--- config.mk ---
export PLATFORM = sky130hd
export DESIGN_NAME = utf8_stream_validator_filter_top_flat
export DESIGN_NICKNAME = d
export VERILOG_FILES = /design/src/sv/u8v_pkg.sv /design/src/sv/u8v_if.sv /design/src/sv/utf8_stream_validator_filter_top.sv /design/src/sv/u8v_queue.sv /design/src/sv/u8v_front.sv /design/src/sv/u8v_back.sv /design/src/flat_wrapper.sv
export SDC_FILE = /design/constraint.sdc
export NUM_CORES = 1
export LEC_CHECK = 0
export BUFFER_PORTS_ARGS = -buffer_cell sky130_fd_sc_hd__buf_4
export CAP_MARGIN = 20
export CORE_ASPECT_RATIO = 0.5
export CORE_UTILIZATION = 55
export DETAILED_ROUTE_END_ITERATION = 8
export PLACE_DENSITY = 0.8
export SYNTH_ARGS = -nofsm -noshare
export SYNTH_HDL_FRONTEND = slang
export SYNTH_HIERARCHICAL = 1
export SYNTH_SLANG_ARGS = --single-unit
export TNS_END_PERCENT = 100
--- constraint.sdc ---
create_clock -name clk -period 3 [get_ports clk]
set_clock_uncertainty 0.2 [all_clocks]
set_input_delay 0.45 -clock clk [delete_from_list [all_inputs] [get_ports clk]]
set_output_delay 0.45 -clock clk [all_outputs]
set_load 0.01 [all_outputs]
--- src/sv/u8v_pkg.sv ---
// ============================================================================
// u8v_pkg
// Shared types, codes and UTF-8 classification functions of the filter.
// ============================================================================
`default_nettype none

package u8v_pkg;

    // Sequence length that a lead byte announces; zero marks a byte that
    // cannot start a character.
    typedef logic [2:0] need_t;

    localparam need_t NEED_BAD = 3'd0;
    localparam need_t NEED_1   = 3'd1;
    localparam need_t NEED_2   = 3'd2;
    localparam need_t NEED_3   = 3'd3;
    localparam need_t NEED_4   = 3'd4;

    // One queued byte together with its classification.
    typedef struct packed {
        logic [7:0] data;
        logic       last;
        need_t      need;
    } entry_t;

    function automatic need_t seq_need(input logic [7:0] b);
        need_t n;
        if (b[7] == 1'b0) begin
            n = NEED_1;
        end
        else if (b[7:5] == 3'b110) begin
            n = NEED_2;
        end
        else if (b[7:4] == 4'b1110) begin
            n = NEED_3;
        end
        else if (b[7:3] == 5'b11110) begin
            n = NEED_4;
        end
        else begin
            n = NEED_BAD;
        end
        return n;
    endfunction

    function automatic logic is_cont(input logic [7:0] b);
        return (b[7:6] == 2'b10);
    endfunction

    // Checks the sequence that starts at b0 for the given length.
    function automatic logic seq_ok(
        input logic [7:0] b0,
        input logic [7:0] b1,
        input logic [7:0] b2,
        input logic [7:0] b3,
        input need_t      need
    );
        logic        ok;
        logic [3:0]  z;
        logic [11:0] low;
        logic [4:0]  plane;
        z     = b0[3:0];
        low   = {b1[5:0], b2[5:0]};
        plane = {b0[2:0], b1[5:4]};
        case (need)
            NEED_1: begin
                ok = 1'b1;
            end
            NEED_2: begin
                ok = is_cont(b1) && (b0[4:0] > 5'h01);
            end
            NEED_3: begin
                ok = is_cont(b1) && is_cont(b2);
                // Overlong form: E0 needs a second byte of A0-BF.
                if (z == 4'h0 && b1[5] == 1'b0) begin
                    ok = 1'b0;
                end
                // Surrogates D800-DFFF.
                if (z == 4'hd && low[11]) begin
                    ok = 1'b0;
                end
                // Noncharacters FFFE, FFFF and FDD0-FDEF.
                if (z == 4'hf) begin
                    if (low[11:1] == 11'h7ff) begin
                        ok = 1'b0;
                    end
                    if (low >= 12'hdd0 && low <= 12'hdef) begin
                        ok = 1'b0;
                    end
                end
            end
            NEED_4: begin
                ok = is_cont(b1) && is_cont(b2) && is_cont(b3);
                if (plane == 5'h00 || plane > 5'h10) begin
                    ok = 1'b0;
                end
                if (b1[3:0] == 4'hf && b2[5:0] == 6'h3f && b3[5:1] == 5'h1f) begin
                    ok = 1'b0;
                end
            end
            default: begin
                ok = 1'b0;
            end
        endcase
        return ok;
    endfunction

endpackage

`default_nettype wire

--- src/sv/u8v_if.sv ---
// ============================================================================
// u8v_if
// Valid/ready channels of the filter: the raw byte input and the result output.
// ============================================================================
`default_nettype none

interface u8v_in_if;
    logic       valid;
    logic       ready;
    logic [7:0] in_byte;
    logic       in_last;

    modport source (output valid, output in_byte, output in_last, input ready);
    modport sink   (input valid, input in_byte, input in_last, output ready);
endinterface

interface u8v_out_if;
    logic       valid;
    logic       ready;
    logic [7:0] out_byte;
    logic       out_valid;
    logic       out_last;

    modport source (output valid, output out_byte, output out_valid, output out_last,
                    input ready);
    modport sink   (input valid, input out_byte, input out_valid, input out_last,
                    output ready);
endinterface

`default_nettype wire

--- src/sv/utf8_stream_validator_filter_top.sv ---
// ============================================================================
// utf8_stream_validator_filter_top
// Streaming UTF-8 validator that passes only bytes of well-formed characters.
// ============================================================================
// The block takes a string one byte per transfer on in_ch and returns the
// bytes of well-formed UTF-8 characters on out_ch, in order. When the
// sequence starting at the oldest held byte is invalid, only that lead byte
// is dropped and scanning resumes at the next byte. Overlong forms,
// surrogates, planes outside 1 to 16, the noncharacters FDD0-FDEF and
// xFFFE/xFFFF, and broken continuation bytes are rejected. The end of the
// string is marked by in_last; the final result carries out_last, and if the
// final byte yields no result a bare end marker (out_valid 0, out_last 1)
// is sent. A sequence still incomplete at the end is dropped. With utf8_mode
// cleared (cfg_wr_data 0), every byte passes unchanged and held bytes are
// discarded; the mode resets to 1 and may be written only while the block is
// idle. A front stage classifies each byte into a short queue of
// QUEUE_DEPTH entries, so input transfers continue while the scan engine
// works. The scan engine handles one byte per visit: it takes the byte,
// drops each rejected lead byte in a step of its own, checks each complete
// sequence and then emits its bytes one at a time, and closes the visit
// with a flush step. Pass-through mode takes each byte and then emits it
// unchanged. The result register toward out_ch frees the engine from a
// stalled sink until a second result is ready.
// ============================================================================
`default_nettype none

module utf8_stream_validator_filter_top
    import u8v_pkg::*;
#(
    parameter int QUEUE_DEPTH = 2
)
(
    input  wire logic  clk,
    input  wire logic  rst_n,
    u8v_in_if.sink     in_ch,
    u8v_out_if.source  out_ch,
    input  wire logic  cfg_wr_en,
    input  wire logic  cfg_wr_data
);

    logic   mode_reg, mode_next;
    logic   push_valid;
    logic   push_ready;
    entry_t push_data;
    logic   q_valid;
    logic   q_pop;
    entry_t q_data;

    // Mode register: one bit, written whenever the write enable is high.
    assign mode_next = cfg_wr_en ? cfg_wr_data : mode_reg;

    always_ff @(posedge clk or negedge rst_n)
    begin
        if (!rst_n) begin
            mode_reg <= 1'b1;
        end
        else begin
            mode_reg <= mode_next;
        end
    end

    // Front: takes bytes and tags each with its announced sequence length.
    u8v_front u_front (
        .in_ch      (in_ch),
        .push_valid (push_valid),
        .push_ready (push_ready),
        .push_data  (push_data)
    );

    // Queue between the front and the scan engine.
    u8v_queue #(
        .DEPTH (QUEUE_DEPTH)
    ) u_queue (
        .clk        (clk),
        .rst_n      (rst_n),
        .push_valid (push_valid),
        .push_ready (push_ready),
        .push_data  (push_data),
        .pop_valid  (q_valid),
        .pop_ready  (q_pop),
        .pop_data   (q_data)
    );

    // Back: holds partial sequences, validates and emits results.
    u8v_back u_back (
        .clk     (clk),
        .rst_n   (rst_n),
        .mode    (mode_reg),
        .q_valid (q_valid),
        .q_pop   (q_pop),
        .q_data  (q_data),
        .out_ch  (out_ch)
    );

endmodule

`default_nettype wire

--- src/sv/u8v_queue.sv ---
// ============================================================================
// u8v_queue
// Short first-in first-out queue of classified bytes between front and back.
// ============================================================================
`default_nettype none

module u8v_queue
    import u8v_pkg::*;
#(
    parameter int DEPTH = 2
)
(
    input  wire logic   clk,
    input  wire logic   rst_n,
    input  wire logic   push_valid,
    output      logic   push_ready,
    input  wire entry_t push_data,
    output      logic   pop_valid,
    input  wire logic   pop_ready,
    output      entry_t pop_data
);

    localparam int PTR_W = (DEPTH > 1) ? $clog2(DEPTH) : 1;
    localparam int CNT_W = $clog2(DEPTH + 1);
    localparam logic [PTR_W-1:0] LAST_PTR = PTR_W'(DEPTH - 1);
    localparam logic [CNT_W-1:0] FULL_CNT = CNT_W'(DEPTH);

    entry_t           mem_reg [DEPTH];
    logic [PTR_W-1:0] wr_ptr_reg, wr_ptr_next;
    logic [PTR_W-1:0] rd_ptr_reg, rd_ptr_next;
    logic [CNT_W-1:0] count_reg, count_next;
    logic             do_push;
    logic             do_pop;

    assign push_ready = (count_reg != FULL_CNT);
    assign pop_valid  = (count_reg != '0);
    assign pop_data   = mem_reg[rd_ptr_reg];
    assign do_push    = push_valid && push_ready;
    assign do_pop     = pop_valid && pop_ready;

    always_comb
    begin
        wr_ptr_next = wr_ptr_reg;
        rd_ptr_next = rd_ptr_reg;
        count_next  = count_reg;
        if (do_push) begin
            wr_ptr_next = (wr_ptr_reg == LAST_PTR) ? '0 : wr_ptr_reg + 1'b1;
        end
        if (do_pop) begin
            rd_ptr_next = (rd_ptr_reg == LAST_PTR) ? '0 : rd_ptr_reg + 1'b1;
        end
        if (do_push && !do_pop) begin
            count_next = count_reg + 1'b1;
        end
        else if (do_pop && !do_push) begin
            count_next = count_reg - 1'b1;
        end
    end

    always_ff @(posedge clk or negedge rst_n)
    begin
        if (!rst_n) begin
            wr_ptr_reg <= '0;
            rd_ptr_reg <= '0;
            count_reg  <= '0;
        end
        else begin
            wr_ptr_reg <= wr_ptr_next;
            rd_ptr_reg <= rd_ptr_next;
            count_reg  <= count_next;
        end
    end

    always_ff @(posedge clk)
    begin
        if (do_push) begin
            mem_reg[wr_ptr_reg] <= push_data;
        end
    end

    a_count_bound: assert property (@(posedge clk) disable iff (!rst_n)
        count_reg <= FULL_CNT)
        else $error("queue count beyond depth");

    a_ptr_gap: assert property (@(posedge clk) disable iff (!rst_n)
        (count_reg == '0 || count_reg == FULL_CNT) |-> (wr_ptr_reg == rd_ptr_reg))
        else $error("queue pointers disagree with count");

    a_pop_moves: assert property (@(posedge clk) disable iff (!rst_n)
        (do_pop && !do_push) |=> (count_reg == $past(count_reg) - 1'b1))
        else $error("queue count did not follow a pop");

endmodule

`default_nettype wire

--- src/sv/u8v_front.sv ---
// ============================================================================
// u8v_front
// Accepts raw bytes and tags each with the sequence length its value announces.
// ============================================================================
`default_nettype none

module u8v_front
    import u8v_pkg::*;
(
    u8v_in_if.sink    in_ch,
    output    logic   push_valid,
    input wire logic  push_ready,
    output    entry_t push_data
);

    // A byte is taken whenever the queue has room.
    assign in_ch.ready     = push_ready;
    assign push_valid      = in_ch.valid;
    assign push_data.data  = in_ch.in_byte;
    assign push_data.last  = in_ch.in_last;
    assign push_data.need  = seq_need(in_ch.in_byte);

endmodule

`default_nettype wire

--- src/sv/u8v_back.sv ---
// ============================================================================
// u8v_back
// Scan engine: holds incomplete sequences, validates, and emits result bytes.
// ============================================================================
`default_nettype none

module u8v_back
    import u8v_pkg::*;
(
    input  wire logic   clk,
    input  wire logic   rst_n,
    input  wire logic   mode,
    input  wire logic   q_valid,
    output      logic   q_pop,
    input  wire entry_t q_data,
    u8v_out_if.source   out_ch
);

    typedef enum logic [3:0] {
        ST_IDLE  = 4'b0001,
        ST_SCAN  = 4'b0010,
        ST_EMIT  = 4'b0100,
        ST_FLUSH = 4'b1000
    } state_t;

    state_t      state_reg, state_next;
    logic [7:0]  pend_reg [4];
    logic [7:0]  pend_next [4];
    need_t       need_reg [4];
    need_t       need_next [4];
    logic [2:0]  cnt_reg, cnt_next;
    logic [2:0]  rem_reg, rem_next;
    logic        last_reg, last_next;
    logic        pass_reg, pass_next;
    logic        held_v_reg, held_v_next;
    logic [7:0]  held_reg, held_next;
    logic        ov_reg, ov_next;
    logic [7:0]  ob_reg, ob_next;
    logic        ofv_reg, ofv_next;
    logic        ol_reg, ol_next;
    logic        slot_free;
    logic        do_shift;
    logic        head_ok;

    assign slot_free = !ov_reg || out_ch.ready;
    assign head_ok   = seq_ok(pend_reg[0], pend_reg[1], pend_reg[2], pend_reg[3],
                              need_reg[0]);

    assign out_ch.valid     = ov_reg;
    assign out_ch.out_byte  = ob_reg;
    assign out_ch.out_valid = ofv_reg;
    assign out_ch.out_last  = ol_reg;

    always_comb
    begin
        state_next  = state_reg;
        pend_next   = pend_reg;
        need_next   = need_reg;
        cnt_next    = cnt_reg;
        rem_next    = rem_reg;
        last_next   = last_reg;
        pass_next   = pass_reg;
        held_v_next = held_v_reg;
        held_next   = held_reg;
        ov_next     = ov_reg && !out_ch.ready;
        ob_next     = ob_reg;
        ofv_next    = ofv_reg;
        ol_next     = ol_reg;
        q_pop       = 1'b0;
        do_shift    = 1'b0;

        case (state_reg)
            ST_IDLE: begin
                if (q_valid) begin
                    q_pop     = 1'b1;
                    last_next = q_data.last;
                    if (!mode) begin
                        pend_next[0] = q_data.data;
                        cnt_next     = 3'd1;
                        pass_next    = 1'b1;
                    end
                    else begin
                        pend_next[cnt_reg[1:0]] = q_data.data;
                        need_next[cnt_reg[1:0]] = q_data.need;
                        cnt_next                = cnt_reg + 3'd1;
                        pass_next               = 1'b0;
                    end
                    state_next = ST_SCAN;
                end
            end
            ST_SCAN: begin
                if (pass_reg) begin
                    if (slot_free) begin
                        ov_next    = 1'b1;
                        ob_next    = pend_reg[0];
                        ofv_next   = 1'b1;
                        ol_next    = last_reg;
                        cnt_next   = 3'd0;
                        state_next = ST_IDLE;
                    end
                end
                else if (cnt_reg == 3'd0) begin
                    state_next = ST_FLUSH;
                end
                else if (need_reg[0] == NEED_BAD) begin
                    do_shift = 1'b1;
                end
                else if (cnt_reg < need_reg[0]) begin
                    // Too short: wait for more bytes, or give up at the end.
                    if (last_reg) begin
                        do_shift = 1'b1;
                    end
                    else begin
                        state_next = ST_FLUSH;
                    end
                end
                else if (head_ok) begin
                    rem_next   = need_reg[0];
                    state_next = ST_EMIT;
                end
                else begin
                    do_shift = 1'b1;
                end
            end
            ST_EMIT: begin
                // The newest result waits in the held register so that the
                // end-of-string flag can still be put on it.
                if (!held_v_reg || slot_free) begin
                    if (held_v_reg) begin
                        ov_next  = 1'b1;
                        ob_next  = held_reg;
                        ofv_next = 1'b1;
                        ol_next  = 1'b0;
                    end
                    held_v_next = 1'b1;
                    held_next   = pend_reg[0];
                    do_shift    = 1'b1;
                    rem_next    = rem_reg - 3'd1;
                    if (rem_reg == 3'd1) begin
                        state_next = ST_SCAN;
                    end
                end
            end
            ST_FLUSH: begin
                if (!(held_v_reg || last_reg) || slot_free) begin
                    if (held_v_reg) begin
                        ov_next     = 1'b1;
                        ob_next     = held_reg;
                        ofv_next    = 1'b1;
                        ol_next     = last_reg;
                        held_v_next = 1'b0;
                    end
                    else if (last_reg) begin
                        ov_next  = 1'b1;
                        ob_next  = 8'h00;
                        ofv_next = 1'b0;
                        ol_next  = 1'b1;
                    end
                    if (last_reg) begin
                        cnt_next = 3'd0;
                    end
                    state_next = ST_IDLE;
                end
            end
            default: begin
                state_next = ST_IDLE;
            end
        endcase

        if (do_shift) begin
            for (int i = 0; i < 3; i++) begin
                pend_next[i] = pend_reg[i+1];
                need_next[i] = need_reg[i+1];
            end
            cnt_next = cnt_reg - 3'd1;
        end
    end

    always_ff @(posedge clk or negedge rst_n)
    begin
        if (!rst_n) begin
            state_reg  <= ST_IDLE;
            cnt_reg    <= 3'd0;
            rem_reg    <= 3'd0;
            last_reg   <= 1'b0;
            pass_reg   <= 1'b0;
            held_v_reg <= 1'b0;
            ov_reg     <= 1'b0;
        end
        else begin
            state_reg  <= state_next;
            cnt_reg    <= cnt_next;
            rem_reg    <= rem_next;
            last_reg   <= last_next;
            pass_reg   <= pass_next;
            held_v_reg <= held_v_next;
            ov_reg     <= ov_next;
        end
    end

    always_ff @(posedge clk)
    begin
        pend_reg <= pend_next;
        need_reg <= need_next;
        held_reg <= held_next;
        ob_reg   <= ob_next;
        ofv_reg  <= ofv_next;
        ol_reg   <= ol_next;
    end

    a_idle_count: assert property (@(posedge clk) disable iff (!rst_n)
        (state_reg == ST_IDLE) |-> (cnt_reg <= 3'd3))
        else $error("more than three bytes held between transfers");

    a_idle_held: assert property (@(posedge clk) disable iff (!rst_n)
        (state_reg == ST_IDLE) |-> !held_v_reg)
        else $error("result left in held register after a transfer");

    a_emit_rem: assert property (@(posedge clk) disable iff (!rst_n)
        (state_reg == ST_EMIT) |-> (rem_reg != 3'd0 && rem_reg <= cnt_reg))
        else $error("emit count out of range");

    a_pop_idle: assert property (@(posedge clk) disable iff (!rst_n)
        q_pop |=> (state_reg == ST_SCAN))
        else $error("popped byte not scanned");

endmodule

`default_nettype wire

--- src/flat_wrapper.sv ---
// flat-port wrapper written by rule: the top's interface ports become plain ports
module utf8_stream_validator_filter_top_flat import u8v_pkg::*;
#(
    parameter int QUEUE_DEPTH = 2
)
  (clk, rst_n, cfg_wr_en, cfg_wr_data, in_ch_valid, in_ch_in_byte, in_ch_in_last, in_ch_ready, out_ch_valid, out_ch_out_byte, out_ch_out_valid, out_ch_out_last, out_ch_ready);
  u8v_in_if in_ch_i ();
  u8v_out_if out_ch_i ();
  input  wire logic clk;
  input  wire logic rst_n;
  input  wire logic cfg_wr_en;
  input  wire logic cfg_wr_data;
  input wire logic [$bits(in_ch_i.valid)-1:0] in_ch_valid;
  input wire logic [$bits(in_ch_i.in_byte)-1:0] in_ch_in_byte;
  input wire logic [$bits(in_ch_i.in_last)-1:0] in_ch_in_last;
  output wire logic [$bits(in_ch_i.ready)-1:0] in_ch_ready;
  output wire logic [$bits(out_ch_i.valid)-1:0] out_ch_valid;
  output wire logic [$bits(out_ch_i.out_byte)-1:0] out_ch_out_byte;
  output wire logic [$bits(out_ch_i.out_valid)-1:0] out_ch_out_valid;
  output wire logic [$bits(out_ch_i.out_last)-1:0] out_ch_out_last;
  input wire logic [$bits(out_ch_i.ready)-1:0] out_ch_ready;
  assign in_ch_i.valid = in_ch_valid;
  assign in_ch_i.in_byte = in_ch_in_byte;
  assign in_ch_i.in_last = in_ch_in_last;
  assign in_ch_ready = in_ch_i.ready;
  assign out_ch_valid = out_ch_i.valid;
  assign out_ch_out_byte = out_ch_i.out_byte;
  assign out_ch_out_valid = out_ch_i.out_valid;
  assign out_ch_out_last = out_ch_i.out_last;
  assign out_ch_i.ready = out_ch_ready;
  utf8_stream_validator_filter_top #(.QUEUE_DEPTH(QUEUE_DEPTH)) u_core (.clk(clk), .rst_n(rst_n), .in_ch(in_ch_i), .out_ch(out_ch_i), .cfg_wr_en(cfg_wr_en), .cfg_wr_data(cfg_wr_data));
endmodule
==> reports/metrics.yaml <==
status:
  status: "finished clean"
pwr:
  power.density_nw_per_um2: 986
  combPwrFrac_pct: 35.0
  p_sw_share_pct: 33.9
  p_sw_w: 0.00186
  vdd_ir_drop_max_mv: 0.398
  clkPwrFrac_pct: 18.8
  leakage_nw: 2.08
  seq_power_share_pct: 46.2
  p_int_w: 0.00361
logic_synthesis:
  synth_area_sq_um: 5010
  yosysWarnings: 6
  avgSynthCellArea_sq_um: 13.9
  seq_area_frac_synth_pct: 61.1
  synth_fp_nets: 384
  async_flop_share_pct: 18.1
  synth_top_flop_cell: "edfxtp_1"
  ys_types: 69
  syn_inst: 359
  ys_ff_latch: 105
  synth_edf_count: 86
clock_tree:
  clock_sink_count: 105
  root_buffer: "clkbuf_16"
  cts_tree: "yes"
  cts_buffers: 9
  clk_pin_slew_worst_paths_ns: 0.06
  cts_max_level: 3
  insertion_delay_ns: 0.33
  cts_max_path_buffers: 2
global_routing:
  grt_start_max_net_pins: 20
  track_usage_pct: 20.4
  grt_pass1_vias: 3002
  grt_pass1_wl_mm: 14.8
  antenna_found_initial: 0
  grt_overflow: 0
setup_path:
  path_cells: "inv_1 -> ha_1 -> ha_1 -> and4b_1 -> a32o_2 -> nor3_2 -> a21oi_4 -> buf_4 -> a22o_1"
  cp-start-kind: "flip-flop"
  critical_path_class: "reg -> reg"
  cp.arrival_ns: 2.73
  end_kind: "flip-flop"
  cp.required_ns: 2.89
  path_common_cell: "ha_1"
  cpMaxStageDelayCell: "dfrtp_1"
  worstPathMaxFanout: 17
  crit_path_max_incr_delay_ns: 0.44
sta:
  period_needed_ns: 2.84
  slew_headroom_pct: 62.0
  hold_violations: 0
  timing.fmax_mhz: 352
  worst-slew-pin-transition_ns: 0.570
  rsz0062_at_grt: "false"
  finalCritPeriodShare_pct: 94.8
  tns_ns: 0
  maxSlewViolCount: 0
  finalSetupViolCount: 0
drt:
  vias: 2993
  drc: 0
  drt_iter0_markers: 214
  detail-route-antenna-nets: 0
  drt_wl_total_mm: 8.98
  wl_per_cell_microns: 17.6
  vias_per_cell: 5.86
  first_pass_iters: 5
cells_and_area:
  fin_cells: 511
  largest_reg_flops: 32
  most-common-layout-cells: "edfxtp_1 (86), buf_4 (42), a22o_1 (38), nand2_1 (17), dfrtp_1 (17)"
  final_layout_size_suffix_gt1_share_pct: 24.6
  area_growth_pct: 10.7
  antenna_cells: 0
  layout_commonest_cell: "edfxtp_1"
  fin_nets: 414
die:
  start_util_pct: 57.1
  die_x_microns: 137
  core_sq_um: 8770
  io-pin-count: 27
  die_y_microns: 69.5
  fp.dieArea_sq_um: 9510
  rows: 24
place:
  gp_congestion: 0.850
  port-buffer-count: 26
  hpwl_mm: 6.45
  place_inst: 491
min_path:
  hold_class: "in -> reg"
flow_run:
  drv_cap: 0
[cell usage after synthesis (all sizes together), types with 2 or more instances]
cell / instances / area (sq um)
nor3: 7 / 45.0
a21oi: 15 / 86.3
nand2: 18 / 75.1
ha: 10 / 125
a31oi: 2 / 18.8
o21a: 2 / 15.0
and2: 3 / 18.8
mux2: 15 / 176
nor3b: 2 / 15.0
clkbuf: 3 / 11.3
nand3b: 2 / 15.0
o21ai: 21 / 113
nor4b: 2 / 30.0
buf: 21 / 185
nand3: 3 / 15.0
o2bb2ai: 2 / 36.3
a211oi: 2 / 25.0
dfstp: 2 / 52.6
xnor2: 6 / 52.6
xor2: 2 / 17.5
or4b: 3 / 33.8
a32o: 4 / 41.3
nor2b: 5 / 33.8
nand4: 4 / 25.0
nand2b: 5 / 41.3
and3: 5 / 31.3
inv: 12 / 45.0
a21o: 3 / 22.5
edfxtp: 86 / 2580
dfrtp: 17 / 425
nor2: 13 / 58.8
a22o: 38 / 333
o31ai: 3 / 36.3
nor4: 3 / 25.0
or2: 5 / 33.8
a221oi: 2 / 17.5
[cells by family after synthesis]
| family | synth area share [%] |
|---|---|
| xor gates and xnor gates | 1.40 |
| adders and majority gates | 2.50 |
| DFF | 61.1 |
| buffers and inverters | 4.92 |
| and+or+nand+nor | 10.9 |
| muxes | 3.52 |
| AOI/OAI and AO/OA | 15.6 |
[what timing repair did]
action | CTS | global route
endpoints found under the setup margin | 0 | 31
gates resized for setup | 0 | 1
endpoints found under the hold margin | 17 | 0
setup buffers | 0 | 3
hold buffers | 1 | 0
[through the flow]
step	area [sq um]	hold WS, ns	power, W	utilization, %	worst slack [ns]
floorplan	5010	-0.0456	0.00390	-	0.190
global placement	5250	0.133	0.00427	59.9	0.265
detailed placement	5250	0.145	0.00440	59.9	0.0939
CTS	5520	0.0891	0.00544	62.9	0.0783
global route	5540	0.0815	0.00578	63.2	0.00346
finish	5540	0.100	0.00547	63.2	0.156
[layout make-up]
cell class / instances / area, sq um
fillers: 651 / 3230
flip-flops and latches: 105 / 3060
multi-input cells: 217 / 1700
repair buffers: 43 / 325
clock buffers: 12 / 236
well taps: 117 / 146
inverters: 13 / 50.0
clock inverters: 4 / 22.5
[routing by layer]
metal | global-route usage, % | routed length [microns] | up-vias
met3 | 4.82 | 558 | 6
li1 | - | - | 1441
met2 | 33.2 | 4220 | 93
met1 | 27.7 | 4150 | 1453
met4 | 5.62 | 55 | 0
met5 | 0 | 0 | -
[power groups by stage]
stage	Combinational [W]	Sequential (W)	Clock, W
6_report	0.00191	0.00253	0.00103
3_3_place_gp	0.00176	0.00251	0
3_5_place_dp	0.00185	0.00255	0
2_1_floorplan	0.00149	0.00242	0
5_1_grt	0.00210	0.00258	0.00110
4_1_cts	0.00188	0.00252	0.00104
[worst max-delay path, delay by kind of cell (launching register included)]
kind / cells / cell delay, ns
AO/OA/AOI/OAI: 3 / 0.65
buffers and inverters: 2 / 0.35
AND/OR/NAND/NOR: 2 / 0.43
adder cells (fa/ha/maj): 2 / 0.52
flip-flops: 1 / 0.44
[worst paths after layout]
| check | from | to | slack [ns] | depth (start not counted) |
|---|---|---|---|---|
| setup / recovery | u_core/u_back/cnt_reg[0] | u_core/u_back/pend_reg[24] | 0.16 | 9 |
| hold / removal | in_ch_in_byte[2] | u_core/u_queue/mem_reg[1][6] | 0.10 | 1 |
| setup reg to reg | u_core/u_back/cnt_reg[0] | u_core/u_back/pend_reg[24] | 0.16 | 9 |
| hold reg to reg | u_core/u_back/pend_reg[30] | u_core/u_back/held_reg[6] | 0.29 | 0 |
| max in group asynchronous | rst_n | u_core/u_back/state_reg[0] | 2.01 | 2 |
| min in group asynchronous | rst_n | u_core/u_queue/count_reg[0] | 0.32 | 2 |
No activity file was read; power rests on OpenSTA's default activity.
